### src/hw/rtl/lsra_pkg.sv
package lsra_pkg;

  localparam int RegSlots   = 32;
  localparam int ParamSlots = 8;
  localparam int IdxW       = 5;
  localparam int CntW       = 6;

  typedef struct packed {
    logic signed [16:0] end_pos;
    logic [15:0]        vreg;
    logic [4:0]         reg_no;
  } act_entry_t;

  typedef enum logic [3:0] {
    ST_IDLE,
    ST_EXP_RD,
    ST_EXP_CHK,
    ST_EXP_SHIFT,
    ST_ALLOC,
    ST_EVICT_RD,
    ST_EVICT_CHK,
    ST_INS_RD,
    ST_INS_CHK,
    ST_OUT0,
    ST_OUT1
  } lsra_state_t;

  typedef enum logic [2:0] {
    CMD_NONE,
    CMD_LOAD,
    CMD_EXP_DROP,
    CMD_EXP_SHIFT,
    CMD_ALLOC,
    CMD_EVICT,
    CMD_INS_SHIFT,
    CMD_INS_WRITE
  } lsra_op_t;

  typedef struct packed {
    lsra_op_t    op;
    logic        cls;
    logic [IdxW-1:0] rd_addr;
    logic        rd_en;
    logic [CntW-1:0] idx;
  } lsra_cmd_t;

  typedef struct packed {
    logic [CntW-1:0] count;
    logic        exp_hit;
    logic        ins_here;
    logic        got_reg;
    logic        evict_ok;
    logic        is_float;
    logic        skip;
  } lsra_status_t;

  localparam logic [2:0] REG_INT_CNT   = 3'd0;
  localparam logic [2:0] REG_INT_TEMP  = 3'd1;
  localparam logic [2:0] REG_FP_CNT    = 3'd2;
  localparam logic [2:0] REG_FP_TEMP   = 3'd3;
  localparam logic [2:0] REG_PARAM_MAP = 3'd4;

endpackage

### src/hw/rtl/lsra_ctrl.sv
module lsra_ctrl (
  input  logic                 clk,
  input  logic                 rst,
  input  logic                 in_valid,
  output logic                 in_stall,
  output logic                 out_valid,
  input  logic                 out_stall,
  output logic                 out_second,
  output lsra_pkg::lsra_cmd_t  cmd,
  input  lsra_pkg::lsra_status_t sts
);
  import lsra_pkg::*;

  lsra_state_t state, state_next;
  logic [CntW-1:0] idx, idx_next;
  logic cls, cls_next;
  logic two, two_next;

  always_ff @(posedge clk) begin
    if (rst) begin
      state <= ST_IDLE;
      idx   <= '0;
      cls   <= 1'b0;
      two   <= 1'b0;
    end else begin
      state <= state_next;
      idx   <= idx_next;
      cls   <= cls_next;
      two   <= two_next;
    end
  end

  always_comb begin
    state_next = state;
    idx_next   = idx;
    cls_next   = cls;
    two_next   = two;
    cmd        = '0;
    cmd.op     = CMD_NONE;
    cmd.cls    = cls;
    cmd.idx    = idx;
    in_stall   = 1'b1;
    out_valid  = 1'b0;
    out_second = 1'b0;
    unique case (state)
      ST_IDLE: begin
        in_stall = 1'b0;
        if (in_valid) begin
          cmd.op = CMD_LOAD;
          // skipped intervals only do the clearing
          if (!sts.skip) begin
            state_next = ST_EXP_RD;
            cls_next   = 1'b0;
            idx_next   = '0;
          end
        end
      end
      // expire head entries of each class, integer first
      ST_EXP_RD: begin
        cmd.rd_en   = 1'b1;
        cmd.rd_addr = '0;
        state_next  = ST_EXP_CHK;
        if (sts.count == '0) begin
          if (cls) begin
            state_next = ST_ALLOC;
          end else begin
            cls_next   = 1'b1;
            state_next = ST_EXP_RD;
          end
        end
      end
      ST_EXP_CHK: begin
        if (sts.exp_hit) begin
          cmd.op     = CMD_EXP_DROP;
          idx_next   = '0;
          state_next = ST_EXP_SHIFT;
        end else if (cls) begin
          state_next = ST_ALLOC;
        end else begin
          cls_next   = 1'b1;
          state_next = ST_EXP_RD;
        end
      end
      ST_EXP_SHIFT: begin
        // move entry idx+1 down to idx, one per cycle
        if (idx + 1'b1 >= sts.count + 1'b1) begin
          state_next = ST_EXP_RD;
        end else begin
          cmd.rd_en   = 1'b1;
          cmd.rd_addr = IdxW'(idx + 1'b1);
          cmd.op      = CMD_EXP_SHIFT;
          idx_next    = idx + 1'b1;
        end
      end
      ST_ALLOC: begin
        cls_next = sts.is_float;
        cmd.cls  = sts.is_float;
        cmd.op   = CMD_ALLOC;
        two_next = 1'b0;
        if (sts.got_reg) begin
          idx_next   = sts.count;
          state_next = ST_INS_RD;
        end else if (sts.count != '0) begin
          cmd.rd_en   = 1'b1;
          cmd.rd_addr = IdxW'(sts.count - 1'b1);
          state_next  = ST_EVICT_CHK;
        end else begin
          state_next = ST_OUT0;
        end
      end
      ST_EVICT_RD: state_next = ST_EVICT_CHK;
      ST_EVICT_CHK: begin
        cmd.op = CMD_EVICT;
        if (sts.evict_ok) begin
          two_next   = 1'b1;
          idx_next   = sts.count - 1'b1;
          state_next = ST_INS_RD;
        end else begin
          state_next = ST_OUT0;
        end
      end
      // sorted insertion from the tail: idx is the hole
      ST_INS_RD: begin
        if (idx == '0) begin
          cmd.op     = CMD_INS_WRITE;
          state_next = ST_OUT0;
        end else begin
          cmd.rd_en   = 1'b1;
          cmd.rd_addr = IdxW'(idx - 1'b1);
          state_next  = ST_INS_CHK;
        end
      end
      ST_INS_CHK: begin
        if (sts.ins_here) begin
          cmd.op     = CMD_INS_WRITE;
          state_next = ST_OUT0;
        end else begin
          cmd.op     = CMD_INS_SHIFT;
          idx_next   = idx - 1'b1;
          state_next = ST_INS_RD;
        end
      end
      ST_OUT0: begin
        out_valid = 1'b1;
        if (!out_stall) state_next = two ? ST_OUT1 : ST_IDLE;
      end
      ST_OUT1: begin
        out_valid  = 1'b1;
        out_second = 1'b1;
        if (!out_stall) state_next = ST_IDLE;
      end
      default: state_next = ST_IDLE;
    endcase
  end

endmodule

### src/hw/rtl/lsra_dp.sv
module lsra_dp (
  input  logic                 clk,
  input  logic                 rst,
  input  logic [5:0]           int_reg_count,
  input  logic [5:0]           int_temp_count,
  input  logic [5:0]           fp_reg_count,
  input  logic [5:0]           fp_temp_count,
  input  logic [47:0]          param_map_word,
  input  logic signed [16:0]   interval_start,
  input  logic signed [16:0]   interval_end,
  input  logic [15:0]          vreg_id,
  input  logic                 is_float,
  input  logic signed [3:0]    param_hint,
  input  logic [31:0]          blocked_mask,
  input  logic                 skip,
  input  logic                 first_item,
  input  logic                 out_second,
  input  lsra_pkg::lsra_cmd_t  cmd,
  output lsra_pkg::lsra_status_t sts,
  output logic [15:0]          out_vreg_id,
  output logic [5:0]           out_reg,
  output logic                 out_spilled,
  output logic [31:0]          used_int_mask,
  output logic [31:0]          used_fp_mask
);
  import lsra_pkg::*;

  act_entry_t int_mem [RegSlots];
  act_entry_t fp_mem  [RegSlots];
  act_entry_t rd_data;
  logic [CntW-1:0] int_cnt, fp_cnt;
  logic [31:0] int_busy, fp_busy, int_used, fp_used;

  // latched transaction
  logic signed [16:0] st_pos, en_pos;
  logic [15:0] vreg;
  logic        fl;
  logic signed [3:0] hint;
  logic [31:0] blk;

  // result
  logic [4:0]  new_reg;
  logic        new_spill;
  logic [15:0] ev_vreg;
  logic        drop_pending;

  logic [CntW-1:0] cur_cnt;
  logic [31:0]     cur_busy;
  logic [5:0]      count, temp, usable;
  logic [31:0]     occ;
  logic [5:0]      hreg;
  logic            hint_ok;
  logic [5:0]      first;
  logic            found;
  logic [4:0]      found_reg;
  logic [5:0]      map_e;

  assign cur_cnt  = cmd.cls ? fp_cnt : int_cnt;
  assign cur_busy = fl ? fp_busy : int_busy;
  assign count    = fl ? fp_reg_count : int_reg_count;
  assign temp     = fl ? fp_temp_count : int_temp_count;
  assign usable   = (count < 6'(RegSlots)) ? count : 6'(RegSlots);
  assign occ      = cur_busy | blk;
  assign map_e    = param_map_word[6*hint[2:0] +: 6];

  always_comb begin
    hreg = 6'd63;
    if (!hint[3]) begin
      if (fl) hreg = {2'b00, hint};
      else if (map_e != 6'd63) hreg = map_e;
    end
    hint_ok = !hint[3] && hreg != 6'd63 && hreg < usable && !occ[hreg[4:0]];
    first   = hint[3] ? 6'd0 : temp;
    found     = 1'b0;
    found_reg = '0;
    for (int j = RegSlots - 1; j >= 0; j--) begin
      if (6'(j) >= first && 6'(j) < usable && !occ[j]) begin
        found     = 1'b1;
        found_reg = 5'(j);
      end
    end
  end

  assign sts.count    = cur_cnt;
  assign sts.exp_hit  = rd_data.end_pos <= st_pos;
  assign sts.ins_here = !(en_pos < rd_data.end_pos);
  assign sts.got_reg  = hint_ok || found;
  assign sts.evict_ok = rd_data.end_pos > en_pos;
  assign sts.is_float = fl;
  assign sts.skip     = skip;

  always_ff @(posedge clk) begin
    if (cmd.rd_en) rd_data <= cmd.cls ? fp_mem[cmd.rd_addr] : int_mem[cmd.rd_addr];
  end

  always_ff @(posedge clk) begin
    if (cmd.op == CMD_EXP_SHIFT) begin
      // the entry read at idx+1 here is written down at idx through drop_pending, not here
    end
    if (cmd.op == CMD_INS_SHIFT) begin
      if (cmd.cls) fp_mem[cmd.idx[IdxW-1:0]] <= rd_data;
      else         int_mem[cmd.idx[IdxW-1:0]] <= rd_data;
    end else if (cmd.op == CMD_INS_WRITE) begin
      if (cmd.cls) fp_mem[cmd.idx[IdxW-1:0]] <= '{en_pos, vreg, new_reg};
      else         int_mem[cmd.idx[IdxW-1:0]] <= '{en_pos, vreg, new_reg};
    end else if (drop_pending) begin
      if (cmd.cls) fp_mem[cmd.idx[IdxW-1:0] - 1'b1] <= rd_data;
      else         int_mem[cmd.idx[IdxW-1:0] - 1'b1] <= rd_data;
    end
  end

  // shift write lands in the cycle after its read
  always_ff @(posedge clk) begin
    if (rst) drop_pending <= 1'b0;
    else     drop_pending <= (cmd.op == CMD_EXP_SHIFT);
  end

  always_ff @(posedge clk) begin
    if (rst) begin
      int_cnt  <= '0;
      fp_cnt   <= '0;
      int_busy <= '0;
      fp_busy  <= '0;
      int_used <= '0;
      fp_used  <= '0;
    end else begin
      unique case (cmd.op)
        CMD_LOAD: begin
          st_pos <= interval_start;
          en_pos <= interval_end;
          vreg   <= vreg_id;
          fl     <= is_float;
          hint   <= param_hint;
          blk    <= blocked_mask;
          if (first_item) begin
            int_cnt  <= '0;
            fp_cnt   <= '0;
            int_busy <= '0;
            fp_busy  <= '0;
            int_used <= '0;
            fp_used  <= '0;
          end
        end
        CMD_EXP_DROP: begin
          if (cmd.cls) begin
            fp_busy[rd_data.reg_no] <= 1'b0;
            fp_cnt <= fp_cnt - 1'b1;
          end else begin
            int_busy[rd_data.reg_no] <= 1'b0;
            int_cnt <= int_cnt - 1'b1;
          end
        end
        CMD_ALLOC: begin
          new_spill <= 1'b1;
          if (hint_ok || found) begin
            new_reg   <= hint_ok ? hreg[4:0] : found_reg;
            new_spill <= 1'b0;
            if (fl) begin
              fp_busy[hint_ok ? hreg[4:0] : found_reg] <= 1'b1;
              fp_used <= fp_used | fp_busy
                         | (32'd1 << (hint_ok ? hreg[4:0] : found_reg));
            end else begin
              int_busy[hint_ok ? hreg[4:0] : found_reg] <= 1'b1;
              int_used <= int_used | int_busy
                          | (32'd1 << (hint_ok ? hreg[4:0] : found_reg));
            end
          end else begin
            if (fl) fp_used <= fp_used | fp_busy;
            else    int_used <= int_used | int_busy;
          end
        end
        CMD_EVICT: begin
          if (sts.evict_ok) begin
            new_reg   <= rd_data.reg_no;
            new_spill <= 1'b0;
            ev_vreg   <= rd_data.vreg;
            if (fl) fp_cnt <= fp_cnt - 1'b1;
            else    int_cnt <= int_cnt - 1'b1;
          end
        end
        CMD_INS_WRITE: begin
          if (cmd.cls) fp_cnt <= fp_cnt + 1'b1;
          else         int_cnt <= int_cnt + 1'b1;
        end
        default: ;
      endcase
    end
  end

  assign out_vreg_id   = out_second ? ev_vreg : vreg;
  assign out_reg       = (out_second || new_spill) ? count : {1'b0, new_reg};
  assign out_spilled   = out_second || new_spill;
  assign used_int_mask = int_used;
  assign used_fp_mask  = fp_used;

endmodule

### src/hw/rtl/linear_scan_register_allocator_unit.sv
// one interval per transaction, handled one at a time; a skipped interval gives no result
// after acceptance each class expires its head entries, integer first, moving the rest down
// then a register is chosen; with none free, the entry that ends last is evicted if it ends
// after the new one; an entry that got a register is placed by sorted insertion from the tail
// one result, or two after an eviction, each presented until taken
// synchronous active-high reset empties both active lists and clears all masks
module linear_scan_register_allocator_unit (
  input  logic                clk,
  input  logic                rst,
  input  logic                cfg_valid,
  output logic                cfg_ready,
  input  logic [2:0]          cfg_index,
  input  logic [47:0]         cfg_data,
  input  logic                in_valid,
  output logic                in_stall,
  input  logic signed [16:0]  interval_start,
  input  logic signed [16:0]  interval_end,
  input  logic [15:0]         vreg_id,
  input  logic                is_float,
  input  logic signed [3:0]   param_hint,
  input  logic [31:0]         blocked_mask,
  input  logic                skip,
  input  logic                first_item,
  input  logic                last_item,
  output logic                out_valid,
  input  logic                out_stall,
  output logic [15:0]         out_vreg_id,
  output logic [5:0]          out_reg,
  output logic                out_spilled,
  output logic [31:0]         used_int_mask,
  output logic [31:0]         used_fp_mask,
  output logic                last_result
);
  import lsra_pkg::*;

  logic [5:0]  int_reg_count, int_temp_count, fp_reg_count, fp_temp_count;
  logic [47:0] param_map_word;
  logic        out_second;
  logic        two;
  lsra_cmd_t    cmd;
  lsra_status_t sts;

  assign cfg_ready = 1'b1;

  always_ff @(posedge clk) begin
    if (rst) begin
      int_reg_count  <= 6'd16;
      int_temp_count <= 6'd8;
      fp_reg_count   <= 6'd16;
      fp_temp_count  <= 6'd8;
      param_map_word <= '1;
    end else if (cfg_valid) begin
      unique case (cfg_index)
        REG_INT_CNT:   int_reg_count  <= cfg_data[5:0];
        REG_INT_TEMP:  int_temp_count <= cfg_data[5:0];
        REG_FP_CNT:    fp_reg_count   <= cfg_data[5:0];
        REG_FP_TEMP:   fp_temp_count  <= cfg_data[5:0];
        REG_PARAM_MAP: param_map_word <= cfg_data;
        default: ;
      endcase
    end
  end

  // last result is the second one after an eviction, else the only one
  always_ff @(posedge clk) begin
    if (rst) two <= 1'b0;
    else if (cmd.op == CMD_ALLOC) two <= 1'b0;
    else if (cmd.op == CMD_EVICT) two <= sts.evict_ok;
  end
  assign last_result = out_second || !two;

  lsra_ctrl u_ctrl (
    .clk, .rst, .in_valid, .in_stall, .out_valid, .out_stall,
    .out_second, .cmd, .sts
  );

  lsra_dp u_dp (
    .clk, .rst, .int_reg_count, .int_temp_count, .fp_reg_count, .fp_temp_count,
    .param_map_word, .interval_start, .interval_end, .vreg_id, .is_float,
    .param_hint, .blocked_mask, .skip, .first_item, .out_second, .cmd, .sts,
    .out_vreg_id, .out_reg, .out_spilled, .used_int_mask, .used_fp_mask
  );

  logic unused_last;
  assign unused_last = last_item;

endmodule

### config.mk
export PLATFORM = sky130hd
export DESIGN_NAME = linear_scan_register_allocator_unit
export DESIGN_NICKNAME = d
export VERILOG_FILES = /design/src/hw/rtl/lsra_pkg.sv /design/src/hw/rtl/lsra_ctrl.sv /design/src/hw/rtl/lsra_dp.sv /design/src/hw/rtl/linear_scan_register_allocator_unit.sv
export SDC_FILE = /design/constraint.sdc
export NUM_CORES = 2
export LEC_CHECK = 0
export BUFFER_PORTS_ARGS = -buffer_cell sky130_fd_sc_hd__buf_2
export CAP_MARGIN = 20
export CORE_MARGIN = 2
export CORE_UTILIZATION = 62
export DETAILED_ROUTE_END_ITERATION = 6
export MAX_ROUTING_LAYER = met4
export PLACE_DENSITY = 0.83
export SLEW_MARGIN = 20
export SYNTH_ARGS = -nofsm -noshare
export SYNTH_HDL_FRONTEND = slang
export SYNTH_SLANG_ARGS = --single-unit
### constraint.sdc
create_clock -name clk -period 7.38 [get_ports clk]
set_clock_uncertainty 0.1 [all_clocks]
set_input_delay 1.476 -clock clk [delete_from_list [all_inputs] [get_ports clk]]
set_output_delay 1.476 -clock clk [all_outputs]
set_load 0.01 [all_outputs]
==> metrics.md <==
| Metric | Value |
|---|---|
| Result of the run | finished, violations left |
| Failing checks | design-rule violations |
| Placer's final routability congestion estimate | 0.997 |
| Via count | 84100 |
| Cells along the critical path | mux4_2 > mux2i_1 > nor2_1 > inv_1 > nand2_1 > ha_1 > a21oi_1 > nor2b_1 > a311oi_1 > buf_4 > o41ai_1 > a2111o_1 > a21oi_4 > buf_12 > buf_12 > buf_4 > nand2_1 > a32oi_1 > a31oi_1 > nor3_1 > a22o_1 |
| DR vias/cell | 7.03 |
| Clock network fraction of design power | 42.5% |
| Fraction of power spent switching nets | 21.4% |
| Via count of the first global-routing pass | 81400 |
| Slack of the worst reg-to-reg path | 280 ps |
| Parity-gate share of the synthesized area counting xor and xnor cells | 0.175% |
| Slowest Stage Delay on Critical Path | 840 ps |
| Cell Count, Final, Fillers Out | 12000 |
| P&R area growth vs syn | 14.2% |
| Switching power summed over all nets | 6.94 mW |
| Area of the die | 189000 µm² |
| Area of the core | 184000 µm² |
| Clock tree from TritonCTS | done |
| Cell chosen for the clock root | sky130_fd_sc_hd__clkbuf_16 |
| Sum of buffers and inverters on the critical path | 5 |
| Buffer count from post-CTS setup fixing | 0 |
| Sum of internal, switching and leakage power | 32.5 mW |
| Top delay family on crit path | compound AO/OA/AOI/OAI gates |
| Initial Util | 62.5% |
| Initial antenna violation count | 16 |
| Cell Area, Placed | 122000 µm² |
| Post-CTS sizing | 0 |
| Number of failing hold endpoints at the final stage | 0 |
| HPWL after detailed placement | 221000 µm |
| Site Rows | 157 |
| DR DRC count | 8 |
| Summed area of non-filler cells in the final layout | 131000 µm² |
| Syn. warnings | 0 |
| Portion of total power attributed to combinational logic | 3.5% |
| Total detailed-routing wirelength | 383000 µm |
| Number of library cell types mapped by synthesis | 90 |
| Die height | 434 µm |
| Max Transition Viols Final | 0 |
| Commonest non-fill, non-tap cell in the layout | sky130_fd_sc_hd__edfxtp_1 |
| Required time of the worst setup path | 8120 ps |
| Total nets after synthesis | 9041 |
| Wirelength per Cell | 32.0 µm |
| Worst hold path class | flip-flop to flip-flop |
| Count of port buffers added during placement | 234 |
| Total congestion overflow | 0 |
| Worst Hold Margin | 350 ps |
| Share of synthesized flip-flops with an asynchronous set or reset | 0% |
| CTS Buffer Depth | 4 |
| Cell-internal power | 25.5 mW |
| Post-Synthesis Cells | 8836 |
| Kind of end point of the critical path | flip-flop |
| Number of DRC violations after detailed-routing iteration 0 | 14500 |
| Synth Cell Area | 115000 µm² |
| Worst Path Arrival | 7840 ps |
| Power per standard cell area | 247 nW/µm² |
| Number of failing setup endpoints in the final timing report | 0 |
| Startpoint-to-endpoint class of the critical path | flip-flop to flip-flop |
| RSZ-0062 raised after global routing | no |
| Total number of clock tree sinks | 2805 |
| Area share of and/or/nand/nor cells after synthesis | 13.0% |
| Post-synthesis compound-gate area fraction | 8.02% |
| Min Clock Period, post-route | 7100 ps |
| Dominant combinational cell family by area after synthesis | simple AND/OR/NAND/NOR gates |
| DRT antenna net count | 0 |
| Period utilisation layout | 96.2% |
| Worst rel slew slack | 19.4% |
| Maxcap violations | 0 |
| Slew of the pin with the lowest slew margin | 1210 ps |
| # IOs | 237 |
| Yosys reg bits | 2805 |
| Share of final-layout standard cells stronger than drive strength 1 | 14.1% |
| Reported leakage power | 46.6 nW |
| Clk Latency, worst-skew pair | 970 ps |
| Setup total negative slack | 0 ps |
| Synthesized-area fraction occupied by adder cells | 0.656% |
| Most used DFF post-synth | sky130_fd_sc_hd__edfxtp_1 |
| Register share of total power | 54.0% |
| Hold-fix buffers at CTS | 0 |
| Largest net degree at the start of global routing | 91 |
| Multiplexer fraction of the synthesized cell area | 4.41% |
| Clock-pin slew of the registers on the worst-case setup and hold paths | 60 ps |
| Highest-count cells in the layout ignoring fill and taps | sky130_fd_sc_hd__edfxtp_1, sky130_fd_sc_hd__nand2_1, sky130_fd_sc_hd__nand3_1 |
| CTS H-tree lvls | 5 |
| Inst Count DP | 11500 |
| Number of buffers added by the clock tree synthesis step | 287 |
| Global-route wire length before repair | 540000 µm |
| Proportion of synthesized chip area in sequential cells | 71.4% |
| Highest clock frequency the design can meet | 141 MHz |
| Die width | 434 µm |
| First-pass iteration count of the detailed router | 7 |
| Kind of launch point of the worst setup path | flip-flop |
| Maximum resistive drop on vdd | 376 µV |
| Average footprint of a synthesized cell | 13.0 µm² |
| Worst path slowest cell | sky130_fd_sc_hd__edfxtp_1 |
| Maximum fanout along the worst path | 74 |
| Post-synth EDFFs | 2579 |
| Count of nets after finishing | 9501 |
| Total Routing Usage GR | 41.2% |
## routing by layer
| metal | track usage, % | wire, µm | vias up |
|---|---|---|---|
| met1 | 49.6 | 123000 | 39900 |
| li1 | - | - | 34100 |
| met5 | - | 0 | - |
| met3 | 10.9 | 56800 | 2143 |
| met2 | 60.3 | 169000 | 7966 |
| met4 | 29.9 | 34000 | 0 |
## cell usage after synthesis, types with 19 or more instances
library cell	n	area share (%)
sky130_fd_sc_hd__a211oi_1	40	0.26
sky130_fd_sc_hd__a21o_1	29	0.19
sky130_fd_sc_hd__a21oi_1	458	2.0
sky130_fd_sc_hd__a221oi_1	22	0.17
sky130_fd_sc_hd__a22oi_1	21	0.14
sky130_fd_sc_hd__a31oi_1	207	1.1
sky130_fd_sc_hd__a32oi_1	144	1.1
sky130_fd_sc_hd__and2_1	21	0.11
sky130_fd_sc_hd__and3_1	19	0.10
sky130_fd_sc_hd__buf_1	50	0.16
sky130_fd_sc_hd__buf_2	245	1.1
sky130_fd_sc_hd__buf_4	19	0.12
sky130_fd_sc_hd__clkbuf_1	246	0.80
sky130_fd_sc_hd__dfxtp_1	226	3.9
sky130_fd_sc_hd__edfxtp_1	2579	67
sky130_fd_sc_hd__ha_1	57	0.62
sky130_fd_sc_hd__inv_1	73	0.24
sky130_fd_sc_hd__mux2_2	94	0.92
sky130_fd_sc_hd__mux2i_1	380	3.3
sky130_fd_sc_hd__nand2_1	2050	6.7
sky130_fd_sc_hd__nand3_1	551	2.4
sky130_fd_sc_hd__nand3b_1	63	0.41
sky130_fd_sc_hd__nand4_1	112	0.61
sky130_fd_sc_hd__nor2_1	237	0.77
sky130_fd_sc_hd__nor2b_1	41	0.22
sky130_fd_sc_hd__nor3_1	61	0.27
sky130_fd_sc_hd__nor4_1	131	0.71
sky130_fd_sc_hd__o21a_1	22	0.14
sky130_fd_sc_hd__o21ai_0	206	0.90
sky130_fd_sc_hd__o22ai_1	106	0.58
sky130_fd_sc_hd__o31ai_1	22	0.14
## final timing paths
check	startpoint	depth (start not counted)	endpoint
worst min register to register	u_dp.used_int_mask[21]	2	u_dp.used_int_mask[21]
worst min-delay path	u_dp.used_int_mask[21]	2	u_dp.used_int_mask[21]
worst max register to register	u_dp.hint[1]	21	u_dp.rd_data[13]
worst max-delay path	u_dp.hint[1]	21	u_dp.rd_data[13]
## power groups by stage
stage	Sequential [mW]	Clock (mW)	Combinational, mW
2_1_floorplan	17.8	0	0.631
3_3_place_gp	17.9	0	1.06
3_5_place_dp	17.9	0	1.09
4_1_cts	17.5	13.7	1.10
5_1_grt	17.5	14.3	1.20
6_report	17.5	13.8	1.13
## cells by family after synthesis
group / Yosys count
AND/OR/NAND/NOR: 3389
flip-flops: 2805
AO/OA/AOI/OAI: 1441
buffers and inverters: 635
multiplexers: 483
adder cells (fa/ha/maj): 59
XOR/XNOR: 23
other: 1
## cell type report
class	instances	area, µm²
Tap cell	2464	3080
Inverter	75	282
Multi-Input combinational cell	5396	30900
Antenna cell	21	52.6
Timing Repair Buffer	731	6280
Sequential cell	2805	82000
Clock inverter	132	1030
Fill cell	10900	52500
Clock buffer	353	7600
## metrics by stage
step	util, %	setup slack [ps]
floorplan	-	1030
global placement	66.6	706
detailed placement	66.6	606
CTS	71.3	664
global route	71.4	179
finish	71.4	278
## worst reg2reg max path: cells and delay by family (launching register included)
| kind | cells | cell delay, ps |
|---|---|---|
| and+or+nand+nor | 5 | 1820 |
| adders and majority gates | 1 | 300 |
| DFF | 1 | 840 |
| AOI/OAI and AO/OA | 8 | 2100 |
| buffers and inverters | 5 | 1410 |
| muxes | 2 | 450 |
No activity file was read; power rests on OpenSTA's default activity.
